<file path="config.mk">
export PLATFORM = sky130hd
export DESIGN_NAME = des_round_function_unit
export DESIGN_NICKNAME = d
export VERILOG_FILES = /design/src/hw/rtl/des_rf_pkg.sv /design/src/hw/rtl/des_rf_ram.sv /design/src/hw/rtl/des_rf_fill.sv /design/src/hw/rtl/des_round_function_unit.sv
export SDC_FILE = /design/constraint.sdc
export NUM_CORES = 2
export LEC_CHECK = 0
export ABC_CLOCK_PERIOD_IN_PS = 9100
export BUFFER_PORTS_ARGS = -buffer_cell sky130_fd_sc_hd__buf_4
export CAP_MARGIN = 20
export CORE_MARGIN = 2
export CORE_UTILIZATION = 45
export CTS_CLUSTER_SIZE = 10
export DETAILED_ROUTE_END_ITERATION = 6
export GPL_TIMING_DRIVEN = 0
export PLACE_DENSITY = 0.69
export SYNTH_ARGS = -nofsm -noshare
export SYNTH_HDL_FRONTEND = slang
export SYNTH_SLANG_ARGS = --single-unit
</file>
<file path="constraint.sdc">
create_clock -name clk -period 9.1 [get_ports clk]
set_input_delay 0 -clock clk [delete_from_list [all_inputs] [get_ports clk]]
set_output_delay 0 -clock clk [all_outputs]
set_load 0.01 [all_outputs]
</file>
<file path="src/hw/rtl/des_rf_pkg.sv">
// ----------------------------------------------------------------------------
// des_rf_pkg
// Shared constants, S-box contents and bit permutations for the DES round
// function unit.
// ----------------------------------------------------------------------------
package des_rf_pkg;

  localparam int unsigned HALF_W    = 32;
  localparam int unsigned KEY_W     = 48;
  localparam int unsigned GROUP_W   = 6;
  localparam int unsigned SOUT_W    = 4;
  localparam int unsigned NUM_BOX   = 8;
  localparam int unsigned SBOX_DEPTH = 1 << GROUP_W;
  localparam int unsigned SBOX_AW   = GROUP_W;

  // fill sequencer control toward the s-box memories
  typedef struct packed {
    logic                 we;
    logic [SBOX_AW-1:0]   addr;
  } fill_ctl_t;

  // expansion table, position 1 is the msb
  localparam logic [5:0] E_TAB [KEY_W] = '{
    6'd32, 6'd1,  6'd2,  6'd3,  6'd4,  6'd5,  6'd4,  6'd5,  6'd6,  6'd7,  6'd8,  6'd9,
    6'd8,  6'd9,  6'd10, 6'd11, 6'd12, 6'd13, 6'd12, 6'd13, 6'd14, 6'd15, 6'd16, 6'd17,
    6'd16, 6'd17, 6'd18, 6'd19, 6'd20, 6'd21, 6'd20, 6'd21, 6'd22, 6'd23, 6'd24, 6'd25,
    6'd24, 6'd25, 6'd26, 6'd27, 6'd28, 6'd29, 6'd28, 6'd29, 6'd30, 6'd31, 6'd32, 6'd1
  };

  // straight permutation after the s-boxes
  localparam logic [5:0] P_TAB [HALF_W] = '{
    6'd16, 6'd7,  6'd20, 6'd21, 6'd29, 6'd12, 6'd28, 6'd17,
    6'd1,  6'd15, 6'd23, 6'd26, 6'd5,  6'd18, 6'd31, 6'd10,
    6'd2,  6'd8,  6'd24, 6'd14, 6'd32, 6'd27, 6'd3,  6'd9,
    6'd19, 6'd13, 6'd30, 6'd6,  6'd22, 6'd11, 6'd4,  6'd25
  };

  localparam logic [3:0] SBOX_TAB [NUM_BOX][4][16] = '{
    '{'{4'd14,4'd4,4'd13,4'd1,4'd2,4'd15,4'd11,4'd8,4'd3,4'd10,4'd6,4'd12,4'd5,4'd9,4'd0,4'd7},
      '{4'd0,4'd15,4'd7,4'd4,4'd14,4'd2,4'd13,4'd1,4'd10,4'd6,4'd12,4'd11,4'd9,4'd5,4'd3,4'd8},
      '{4'd4,4'd1,4'd14,4'd8,4'd13,4'd6,4'd2,4'd11,4'd15,4'd12,4'd9,4'd7,4'd3,4'd10,4'd5,4'd0},
      '{4'd15,4'd12,4'd8,4'd2,4'd4,4'd9,4'd1,4'd7,4'd5,4'd11,4'd3,4'd14,4'd10,4'd0,4'd6,4'd13}},
    '{'{4'd15,4'd1,4'd8,4'd14,4'd6,4'd11,4'd3,4'd4,4'd9,4'd7,4'd2,4'd13,4'd12,4'd0,4'd5,4'd10},
      '{4'd3,4'd13,4'd4,4'd7,4'd15,4'd2,4'd8,4'd14,4'd12,4'd0,4'd1,4'd10,4'd6,4'd9,4'd11,4'd5},
      '{4'd0,4'd14,4'd7,4'd11,4'd10,4'd4,4'd13,4'd1,4'd5,4'd8,4'd12,4'd6,4'd9,4'd3,4'd2,4'd15},
      '{4'd13,4'd8,4'd10,4'd1,4'd3,4'd15,4'd4,4'd2,4'd11,4'd6,4'd7,4'd12,4'd0,4'd5,4'd14,4'd9}},
    '{'{4'd10,4'd0,4'd9,4'd14,4'd6,4'd3,4'd15,4'd5,4'd1,4'd13,4'd12,4'd7,4'd11,4'd4,4'd2,4'd8},
      '{4'd13,4'd7,4'd0,4'd9,4'd3,4'd4,4'd6,4'd10,4'd2,4'd8,4'd5,4'd14,4'd12,4'd11,4'd15,4'd1},
      '{4'd13,4'd6,4'd4,4'd9,4'd8,4'd15,4'd3,4'd0,4'd11,4'd1,4'd2,4'd12,4'd5,4'd10,4'd14,4'd7},
      '{4'd1,4'd10,4'd13,4'd0,4'd6,4'd9,4'd8,4'd7,4'd4,4'd15,4'd14,4'd3,4'd11,4'd5,4'd2,4'd12}},
    '{'{4'd7,4'd13,4'd14,4'd3,4'd0,4'd6,4'd9,4'd10,4'd1,4'd2,4'd8,4'd5,4'd11,4'd12,4'd4,4'd15},
      '{4'd13,4'd8,4'd11,4'd5,4'd6,4'd15,4'd0,4'd3,4'd4,4'd7,4'd2,4'd12,4'd1,4'd10,4'd14,4'd9},
      '{4'd10,4'd6,4'd9,4'd0,4'd12,4'd11,4'd7,4'd13,4'd15,4'd1,4'd3,4'd14,4'd5,4'd2,4'd8,4'd4},
      '{4'd3,4'd15,4'd0,4'd6,4'd10,4'd1,4'd13,4'd8,4'd9,4'd4,4'd5,4'd11,4'd12,4'd7,4'd2,4'd14}},
    '{'{4'd2,4'd12,4'd4,4'd1,4'd7,4'd10,4'd11,4'd6,4'd8,4'd5,4'd3,4'd15,4'd13,4'd0,4'd14,4'd9},
      '{4'd14,4'd11,4'd2,4'd12,4'd4,4'd7,4'd13,4'd1,4'd5,4'd0,4'd15,4'd10,4'd3,4'd9,4'd8,4'd6},
      '{4'd4,4'd2,4'd1,4'd11,4'd10,4'd13,4'd7,4'd8,4'd15,4'd9,4'd12,4'd5,4'd6,4'd3,4'd0,4'd14},
      '{4'd11,4'd8,4'd12,4'd7,4'd1,4'd14,4'd2,4'd13,4'd6,4'd15,4'd0,4'd9,4'd10,4'd4,4'd5,4'd3}},
    '{'{4'd12,4'd1,4'd10,4'd15,4'd9,4'd2,4'd6,4'd8,4'd0,4'd13,4'd3,4'd4,4'd14,4'd7,4'd5,4'd11},
      '{4'd10,4'd15,4'd4,4'd2,4'd7,4'd12,4'd9,4'd5,4'd6,4'd1,4'd13,4'd14,4'd0,4'd11,4'd3,4'd8},
      '{4'd9,4'd14,4'd15,4'd5,4'd2,4'd8,4'd12,4'd3,4'd7,4'd0,4'd4,4'd10,4'd1,4'd13,4'd11,4'd6},
      '{4'd4,4'd3,4'd2,4'd12,4'd9,4'd5,4'd15,4'd10,4'd11,4'd14,4'd1,4'd7,4'd6,4'd0,4'd8,4'd13}},
    '{'{4'd4,4'd11,4'd2,4'd14,4'd15,4'd0,4'd8,4'd13,4'd3,4'd12,4'd9,4'd7,4'd5,4'd10,4'd6,4'd1},
      '{4'd13,4'd0,4'd11,4'd7,4'd4,4'd9,4'd1,4'd10,4'd14,4'd3,4'd5,4'd12,4'd2,4'd15,4'd8,4'd6},
      '{4'd1,4'd4,4'd11,4'd13,4'd12,4'd3,4'd7,4'd14,4'd10,4'd15,4'd6,4'd8,4'd0,4'd5,4'd9,4'd2},
      '{4'd6,4'd11,4'd13,4'd8,4'd1,4'd4,4'd10,4'd7,4'd9,4'd5,4'd0,4'd15,4'd14,4'd2,4'd3,4'd12}},
    '{'{4'd13,4'd2,4'd8,4'd4,4'd6,4'd15,4'd11,4'd1,4'd10,4'd9,4'd3,4'd14,4'd5,4'd0,4'd12,4'd7},
      '{4'd1,4'd15,4'd13,4'd8,4'd10,4'd3,4'd7,4'd4,4'd12,4'd5,4'd6,4'd11,4'd0,4'd14,4'd9,4'd2},
      '{4'd7,4'd11,4'd4,4'd1,4'd9,4'd12,4'd14,4'd2,4'd0,4'd6,4'd10,4'd13,4'd15,4'd3,4'd5,4'd8},
      '{4'd2,4'd1,4'd14,4'd7,4'd4,4'd10,4'd8,4'd13,4'd15,4'd12,4'd9,4'd0,4'd5,4'd11,4'd6,4'd3}}
  };

  // s-box entry for a 6-bit group: row from outer bits, column from middle bits
  function automatic logic [SOUT_W-1:0] sbox_value(input int unsigned box,
                                                   input logic [GROUP_W-1:0] grp);
    logic [1:0] row;
    logic [3:0] col;
    row = {grp[5], grp[0]};
    col = grp[4:1];
    return SBOX_TAB[box][row][col];
  endfunction

  // source bit index of a table entry, entry 1 is bit 31
  function automatic logic [4:0] src_bit(input logic [5:0] pos);
    logic [5:0] idx;
    idx = 6'd32 - pos;
    return idx[4:0];
  endfunction

  // e expansion of the right half
  function automatic logic [KEY_W-1:0] e_expand(input logic [HALF_W-1:0] r);
    logic [KEY_W-1:0] x;
    for (int k = 0; k < KEY_W; k++) begin
      x[KEY_W-1-k] = r[src_bit(E_TAB[k])];
    end
    return x;
  endfunction

  // p permutation of the joined s-box outputs
  function automatic logic [HALF_W-1:0] p_perm(input logic [HALF_W-1:0] s);
    logic [HALF_W-1:0] y;
    for (int k = 0; k < HALF_W; k++) begin
      y[HALF_W-1-k] = s[src_bit(P_TAB[k])];
    end
    return y;
  endfunction

endpackage

</file>
<file path="src/hw/rtl/des_rf_ram.sv">
// ----------------------------------------------------------------------------
// des_rf_ram
// Generic simple dual-port RAM: one write port, one read port with
// registered read data.
// ----------------------------------------------------------------------------
module des_rf_ram #(
  parameter int unsigned WIDTH = 4,
  parameter int unsigned DEPTH = 64,
  parameter int unsigned ADDR_W = $clog2(DEPTH)
) (
  input  logic              clk,
  input  logic              we,
  input  logic [ADDR_W-1:0] waddr,
  input  logic [WIDTH-1:0]  wdata,
  input  logic [ADDR_W-1:0] raddr,
  output logic [WIDTH-1:0]  rdata
);

  logic [WIDTH-1:0] mem_r [DEPTH];
  logic [WIDTH-1:0] rdata_r;

  // write port
  always_ff @(posedge clk) begin
    if (we) begin
      mem_r[waddr] <= wdata;
    end
  end

  // registered read port
  always_ff @(posedge clk) begin
    rdata_r <= mem_r[raddr];
  end

  assign rdata = rdata_r;

endmodule

</file>
<file path="src/hw/rtl/des_rf_fill.sv">
// ----------------------------------------------------------------------------
// des_rf_fill
// Load sequencer that writes the s-box contents into the memories after
// reset, one address per cycle.
// ----------------------------------------------------------------------------
module des_rf_fill (
  input  logic                  clk,
  input  logic                  rst_n,
  output des_rf_pkg::fill_ctl_t fill_ctl,
  output logic                  loading
);

  import des_rf_pkg::*;

  logic [SBOX_AW-1:0] addr_r;
  logic [SBOX_AW-1:0] addr_nxt;
  logic               active_r;
  logic               active_nxt;

  // address sweep, stops after the last entry
  always_comb begin
    addr_nxt   = addr_r;
    active_nxt = active_r;
    if (active_r) begin
      addr_nxt = addr_r + 1'b1;
      if (addr_r == SBOX_AW'(SBOX_DEPTH - 1)) begin
        active_nxt = 1'b0;
      end
    end
  end

  always_ff @(posedge clk) begin
    if (!rst_n) begin
      addr_r   <= '0;
      active_r <= 1'b1;
    end else begin
      addr_r   <= addr_nxt;
      active_r <= active_nxt;
    end
  end

  assign fill_ctl.we   = active_r;
  assign fill_ctl.addr = addr_r;
  assign loading       = active_r;

endmodule

</file>
<file path="src/hw/rtl/des_round_function_unit.sv">
// ----------------------------------------------------------------------------
// des_round_function_unit
// DES Feistel f function: E expansion, subkey mix, eight s-box lookups held
// in memories, and the P permutation.
// ----------------------------------------------------------------------------
// One transaction per clock while busy is low: a new right half and subkey
// can be started in every such cycle, and each result appears on
// out_round_output with out_valid high for a single cycle, after the
// registered s-box memory read and the P permutation into the output
// register. The receiver cannot stall the result stream, so nothing ever
// holds the input side back once the unit is ready. After reset the eight
// s-box memories are loaded by a sweep over all 64 addresses, one address
// per cycle; busy stays high during the sweep and low from then on.
// ----------------------------------------------------------------------------
module des_round_function_unit (
  input  logic                           clk,
  input  logic                           rst_n,
  input  logic                           start,
  output logic                           busy,
  input  logic [des_rf_pkg::HALF_W-1:0]  in_right_half,
  input  logic [des_rf_pkg::KEY_W-1:0]   in_round_subkey,
  output logic                           out_valid,
  output logic [des_rf_pkg::HALF_W-1:0]  out_round_output
);

  import des_rf_pkg::*;

  localparam int unsigned AW = $clog2(SBOX_DEPTH);

  fill_ctl_t          fill_ctl;
  logic               loading;
  logic               accept;
  logic [KEY_W-1:0]   mixed;
  logic [HALF_W-1:0]  sbox_word;
  logic               lookup_vld_r;
  logic               out_valid_r;
  logic [HALF_W-1:0]  out_data_r;

  // table load after reset
  des_rf_fill u_fill (
    .clk      (clk),
    .rst_n    (rst_n),
    .fill_ctl (fill_ctl),
    .loading  (loading)
  );

  assign busy   = loading;
  assign accept = start && !loading;

  // expansion and key mix feed the memory read addresses
  assign mixed = e_expand(in_right_half) ^ in_round_subkey;

  // one memory per s-box, addressed by its 6-bit group
  for (genvar i = 0; i < NUM_BOX; i++) begin : g_sbox
    logic [GROUP_W-1:0] grp;
    logic [SOUT_W-1:0]  fill_data;

    assign grp       = mixed[(NUM_BOX-1-i)*GROUP_W +: GROUP_W];
    assign fill_data = sbox_value(i, fill_ctl.addr);

    des_rf_ram #(
      .WIDTH (SOUT_W),
      .DEPTH (SBOX_DEPTH)
    ) u_ram (
      .clk   (clk),
      .we    (fill_ctl.we),
      .waddr (AW'(fill_ctl.addr)),
      .wdata (fill_data),
      .raddr (AW'(grp)),
      .rdata (sbox_word[(NUM_BOX-1-i)*SOUT_W +: SOUT_W])
    );
  end

  // transaction valid pipeline
  always_ff @(posedge clk) begin
    if (!rst_n) begin
      lookup_vld_r <= 1'b0;
      out_valid_r  <= 1'b0;
    end else begin
      lookup_vld_r <= accept;
      out_valid_r  <= lookup_vld_r;
    end
  end

  // p permutation into the output register
  always_ff @(posedge clk) begin
    out_data_r <= p_perm(sbox_word);
  end

  assign out_valid        = out_valid_r;
  assign out_round_output = out_data_r;

endmodule
</file>
==> results list <==
* Worst slew margin relative to its limit: 20.8%
- Transition at the pin with the smallest max-transition slack: 1.19 ns
- Required time of the critical path: 9.69 ns
- In the final routed layout, each cell accounts on average for 33.9 µm.
- Max-cap violation count: 0
- The die covers 0.190 mm².
- At the placement stage, the worst setup path has a slack of 3.40 ns.
* Peak per-stage delay on the critical path: 0.73 ns
- DR pass1 iterations: 6
- The die is 436 µm tall.
* Library cell with the highest instance count after synthesis: sky130_fd_sc_hd__edfxtp_1
- Slew Limit Fails: 0
- Buf/Inv on CP: 9
- The synthesized design devotes to its leading area cell type 73.2% of total area.
* Placer's final routability congestion estimate: 0.972
* Number of cell instances on the worst register-to-register path: 14
- Post-Syn Instances: 4395
- CTS H-tree lvls: 4
- Wire length of the first global-routing pass: 358 mm
- Worst hold path startpoint: in_round_subkey[22]
- After synthesis the cells add up to 0.0841 mm².
- Maximum number of pins on one net before global-route repair: 65
- The final route contains 47800 vias.
- Remaining design rule violation count: 0
- End point of the worst hold path: g_sbox[4].u_ram.rdata[3]
* TritonCTS Buffers: 233
* Final setup slack of the worst path: 3.14 ns
- Diodes inserted: 0
- The number of failing hold endpoints at the final stage was 0.
* Reg2reg end: g_sbox[3].u_ram.mem_r[57][1]
* Critical path fanouts, max: 12
* Average via count per standard cell: 6.36
- Kind of start point of the critical path: flop
* Power density over cell area: 223 mW/mm²
- Min-Delay Path Depth: 4
- Core ar.: 0.185 mm²
- CTS tree: yes
- Static timing analysis puts the maximum clock frequency at 0.168 GHz.
* Postcts setup bufs: 0
- Number of placed I/O pins: 117
- For this run, the number of Yosys warnings is 0.
- Detailed router's first-iteration violation count: 6739
- In this run, synthesis inferred 2048 flip-flops with an integrated enable.
- Among cell families on the critical path, the largest total delay comes from buffers and inverters.
* Register-to-register path setup slack: 3.14 ns
- Number of unique standard cell types used by synthesis: 67
- Compared with the post-synthesis result, the final layout area differs by 17.8%.
- Most instantiated flip-flop cell in the synthesis netlist: sky130_fd_sc_hd__edfxtp_1
- Area contributors post-synth: sky130_fd_sc_hd__edfxtp_1 73%, sky130_fd_sc_hd__mux4_2 9.2%, sky130_fd_sc_hd__mux2i_1 2.3%
- The initial utilization of the core area, before any placement, comes to 45.3%.
- The flow ran to the end, and the final reports show no timing, DRC or antenna violations.
- The startpoint identified for the worst register-to-register timing path is u_fill.addr_r[0].
- The tightest min-delay check is of the in -> reg type.
* Type of the worst setup path: reg -> reg
- Count of final setup violators: 0
* Arrival time at the worst endpoint: 6.54 ns
- From left edge to right edge, the die measures 436 µm.
* Vias in the first global route: 47600
* Cell chain of the critical path: clkbuf_1 -> clkinv_1 -> ha_1 -> clkbuf_1 -> clkbuf_1 -> a21oi_1 -> a221oi_1 -> o21bai_1 -> a222oi_1 -> buf_6 -> buf_4 -> buf_2 -> buf_2 -> buf_2
- For this design the static power due to leakage is 31.8 nW.
* Sum of negative setup slack: 0 ns
- RSZ-0062 raised after global routing: no
- Top cells by instance count after synthesis: 2048 x sky130_fd_sc_hd__edfxtp_1, 344 x sky130_fd_sc_hd__mux4_2, 239 x sky130_fd_sc_hd__nor2_1
- Layout Skew: 0.0245 ns
- For this run, the register share of the synthesized area comes to 74.9%.
- The final layout contains 5028 nets.
- Clk_lat worst skew: 0.86 ns
- Maximum VDD drop: 0.190 mV
* Post-detail-place hpwl: 173 mm
- Reg clk slew, reported paths: 0.06 ns
- Grt ovf: 0
- Summed over all layers, the routed wires come to 255 mm.
* Synth Net Count: 4490
- The root buffer cell chosen for the clock tree is sky130_fd_sc_hd__clkbuf_16.
- Remaining antenna violation count: 0
- Fraction of synthesis flops using an asynchronous set or reset pin: 0%
- The worst path uses 65.5% of the clock period.
- After layout, the minimum clock period comes to 5.96 ns.
- Clock tree synthesis found a total of 2121 sinks.
- Fraction of final layout cells with drive strength greater than 1: 23.5%
- The worst setup path is captured at a flop.
- Leading area contributor after synthesis: sky130_fd_sc_hd__edfxtp_1
* Area of all placed cells without fillers: 0.0990 mm²
- A synthesized cell averages 19.1 µm².
* #FFs+latches synth: 2121
- Global routing used 26.5% of the available tracks across all layers.
- Antenna violations before repair: 2
- Library cell contributing the largest single delay on the critical path: sky130_fd_sc_hd__a221oi_1
- Input and output buffers added on the ports amount to 115.
* FP Rows: 158
- Summing internal, switching and leakage power gives 22.1 mW.
* Maximum clock insertion buffer count: 3
- The placed instances occupy a cell area of 0.0922 mm².
[worst max-delay path by stage]
stage                     start                      endpoint  slack [ns]  cells past startpoint
2_1_floorplan  u_fill.addr_r[0]   g_sbox[6].u_ram.mem_r[0][2]        3.20                     10
3_3_place_gp   u_fill.addr_r[5]  g_sbox[3].u_ram.mem_r[59][2]       -1.95                     10
3_5_place_dp   u_fill.addr_r[0]  g_sbox[3].u_ram.mem_r[52][1]        3.40                     14
4_1_cts        u_fill.addr_r[0]  g_sbox[3].u_ram.mem_r[33][1]        3.36                     14
5_1_grt        u_fill.addr_r[0]  g_sbox[3].u_ram.mem_r[33][1]        3.12                     14
6_report       u_fill.addr_r[0]  g_sbox[3].u_ram.mem_r[57][1]        3.14                     14
[metal layers]
layer | track usage [%] | vias up | routed length, µm
met5 | 0 | - | 0
met4 | 11.4 | 0 | 12600
met3 | 7.11 | 588 | 28400
met2 | 41.5 | 3115 | 119000
met1 | 35.1 | 24900 | 95100
li1 | - | 19200 | -
[cells by family (layout without fill, tap and decap cells)]
family	Yosys count	after routing	synth area share, %
XOR/XNOR	79	79	0.903
flip-flops	2121	2121	74.9
multiplexers	643	643	13.7
buffers and inverters	243	891	1.76
AND/OR/NAND/NOR	561	561	2.84
adder cells (fa/ha/maj)	12	12	0.179
AO/OA/AOI/OAI	736	736	5.69
[what timing repair did]
item	in CTS	in global routing
hold buffers	31	0
resized for setup	0	0
endpoints found under the hold margin	35	0
[state kept, by name, summed over array words and instances (netlist names)]
name and flops:
g_sbox.u_ram.rdata 32, out_round_output 32, u_fill.addr_r 6, u_fill.loading 1
g_sbox.u_ram.mem_r 2048, out_valid 1, lookup_vld_r 1
[area by class of cell]
cell class / instances / area [µm²]
Clock buffer: 327 / 6250
Multi-Input combinational cell: 2031 / 20400
Clock inverter: 18 / 231
Buffer: 231 / 1440
Timing Repair Buffer: 303 / 4570
Sequential cell: 2121 / 63000
Fill cell: 14300 / 86400
Inverter: 12 / 45.0
Tap cell: 2480 / 3100
[through the flow]
stage | hold slack, ns | std cells | util, %
floorplan | 0.114 | 4395 | -
global placement | 0.229 | 6990 | 47.5
detailed placement | 0.224 | 7144 | 49.7
CTS | 0.000426 | 7520 | 53.4
global route | 0.0441 | 7523 | 53.4
finish | 0.0382 | 7523 | 53.4
[tightest hold or removal path: cells and delay by family]
kind            cells  cell delay [ns]
xor+xnor            1             0.31
compound gates      2             0.41
buf+inv             1             0.09
[power by group]
group,internal (mW),switching [mW],total [mW]
clock network,4.69,3.62,8.31
registers,11.2,0.0357,11.2
logic,0.912,1.64,2.55
[cells in the final DEF (no fill, tap or decap), drive strengths merged, types with 40 or more instances in the layout]
| master | count |
|---|---|
| nand2 | 200 |
| nor2 | 239 |
| mux2i | 197 |
| nand3 | 46 |
| mux2 | 57 |
| clkbuf | 399 |
| xor2 | 41 |
| buf | 431 |
| o21ai | 104 |
| a311oi | 40 |
| mux4 | 389 |
| o22ai | 129 |
| a211oi | 45 |
| a21oi | 166 |
| a31oi | 82 |
| dfxtp | 73 |
| edfxtp | 2048 |
Note: power is estimated with default switching activity, not from simulation.
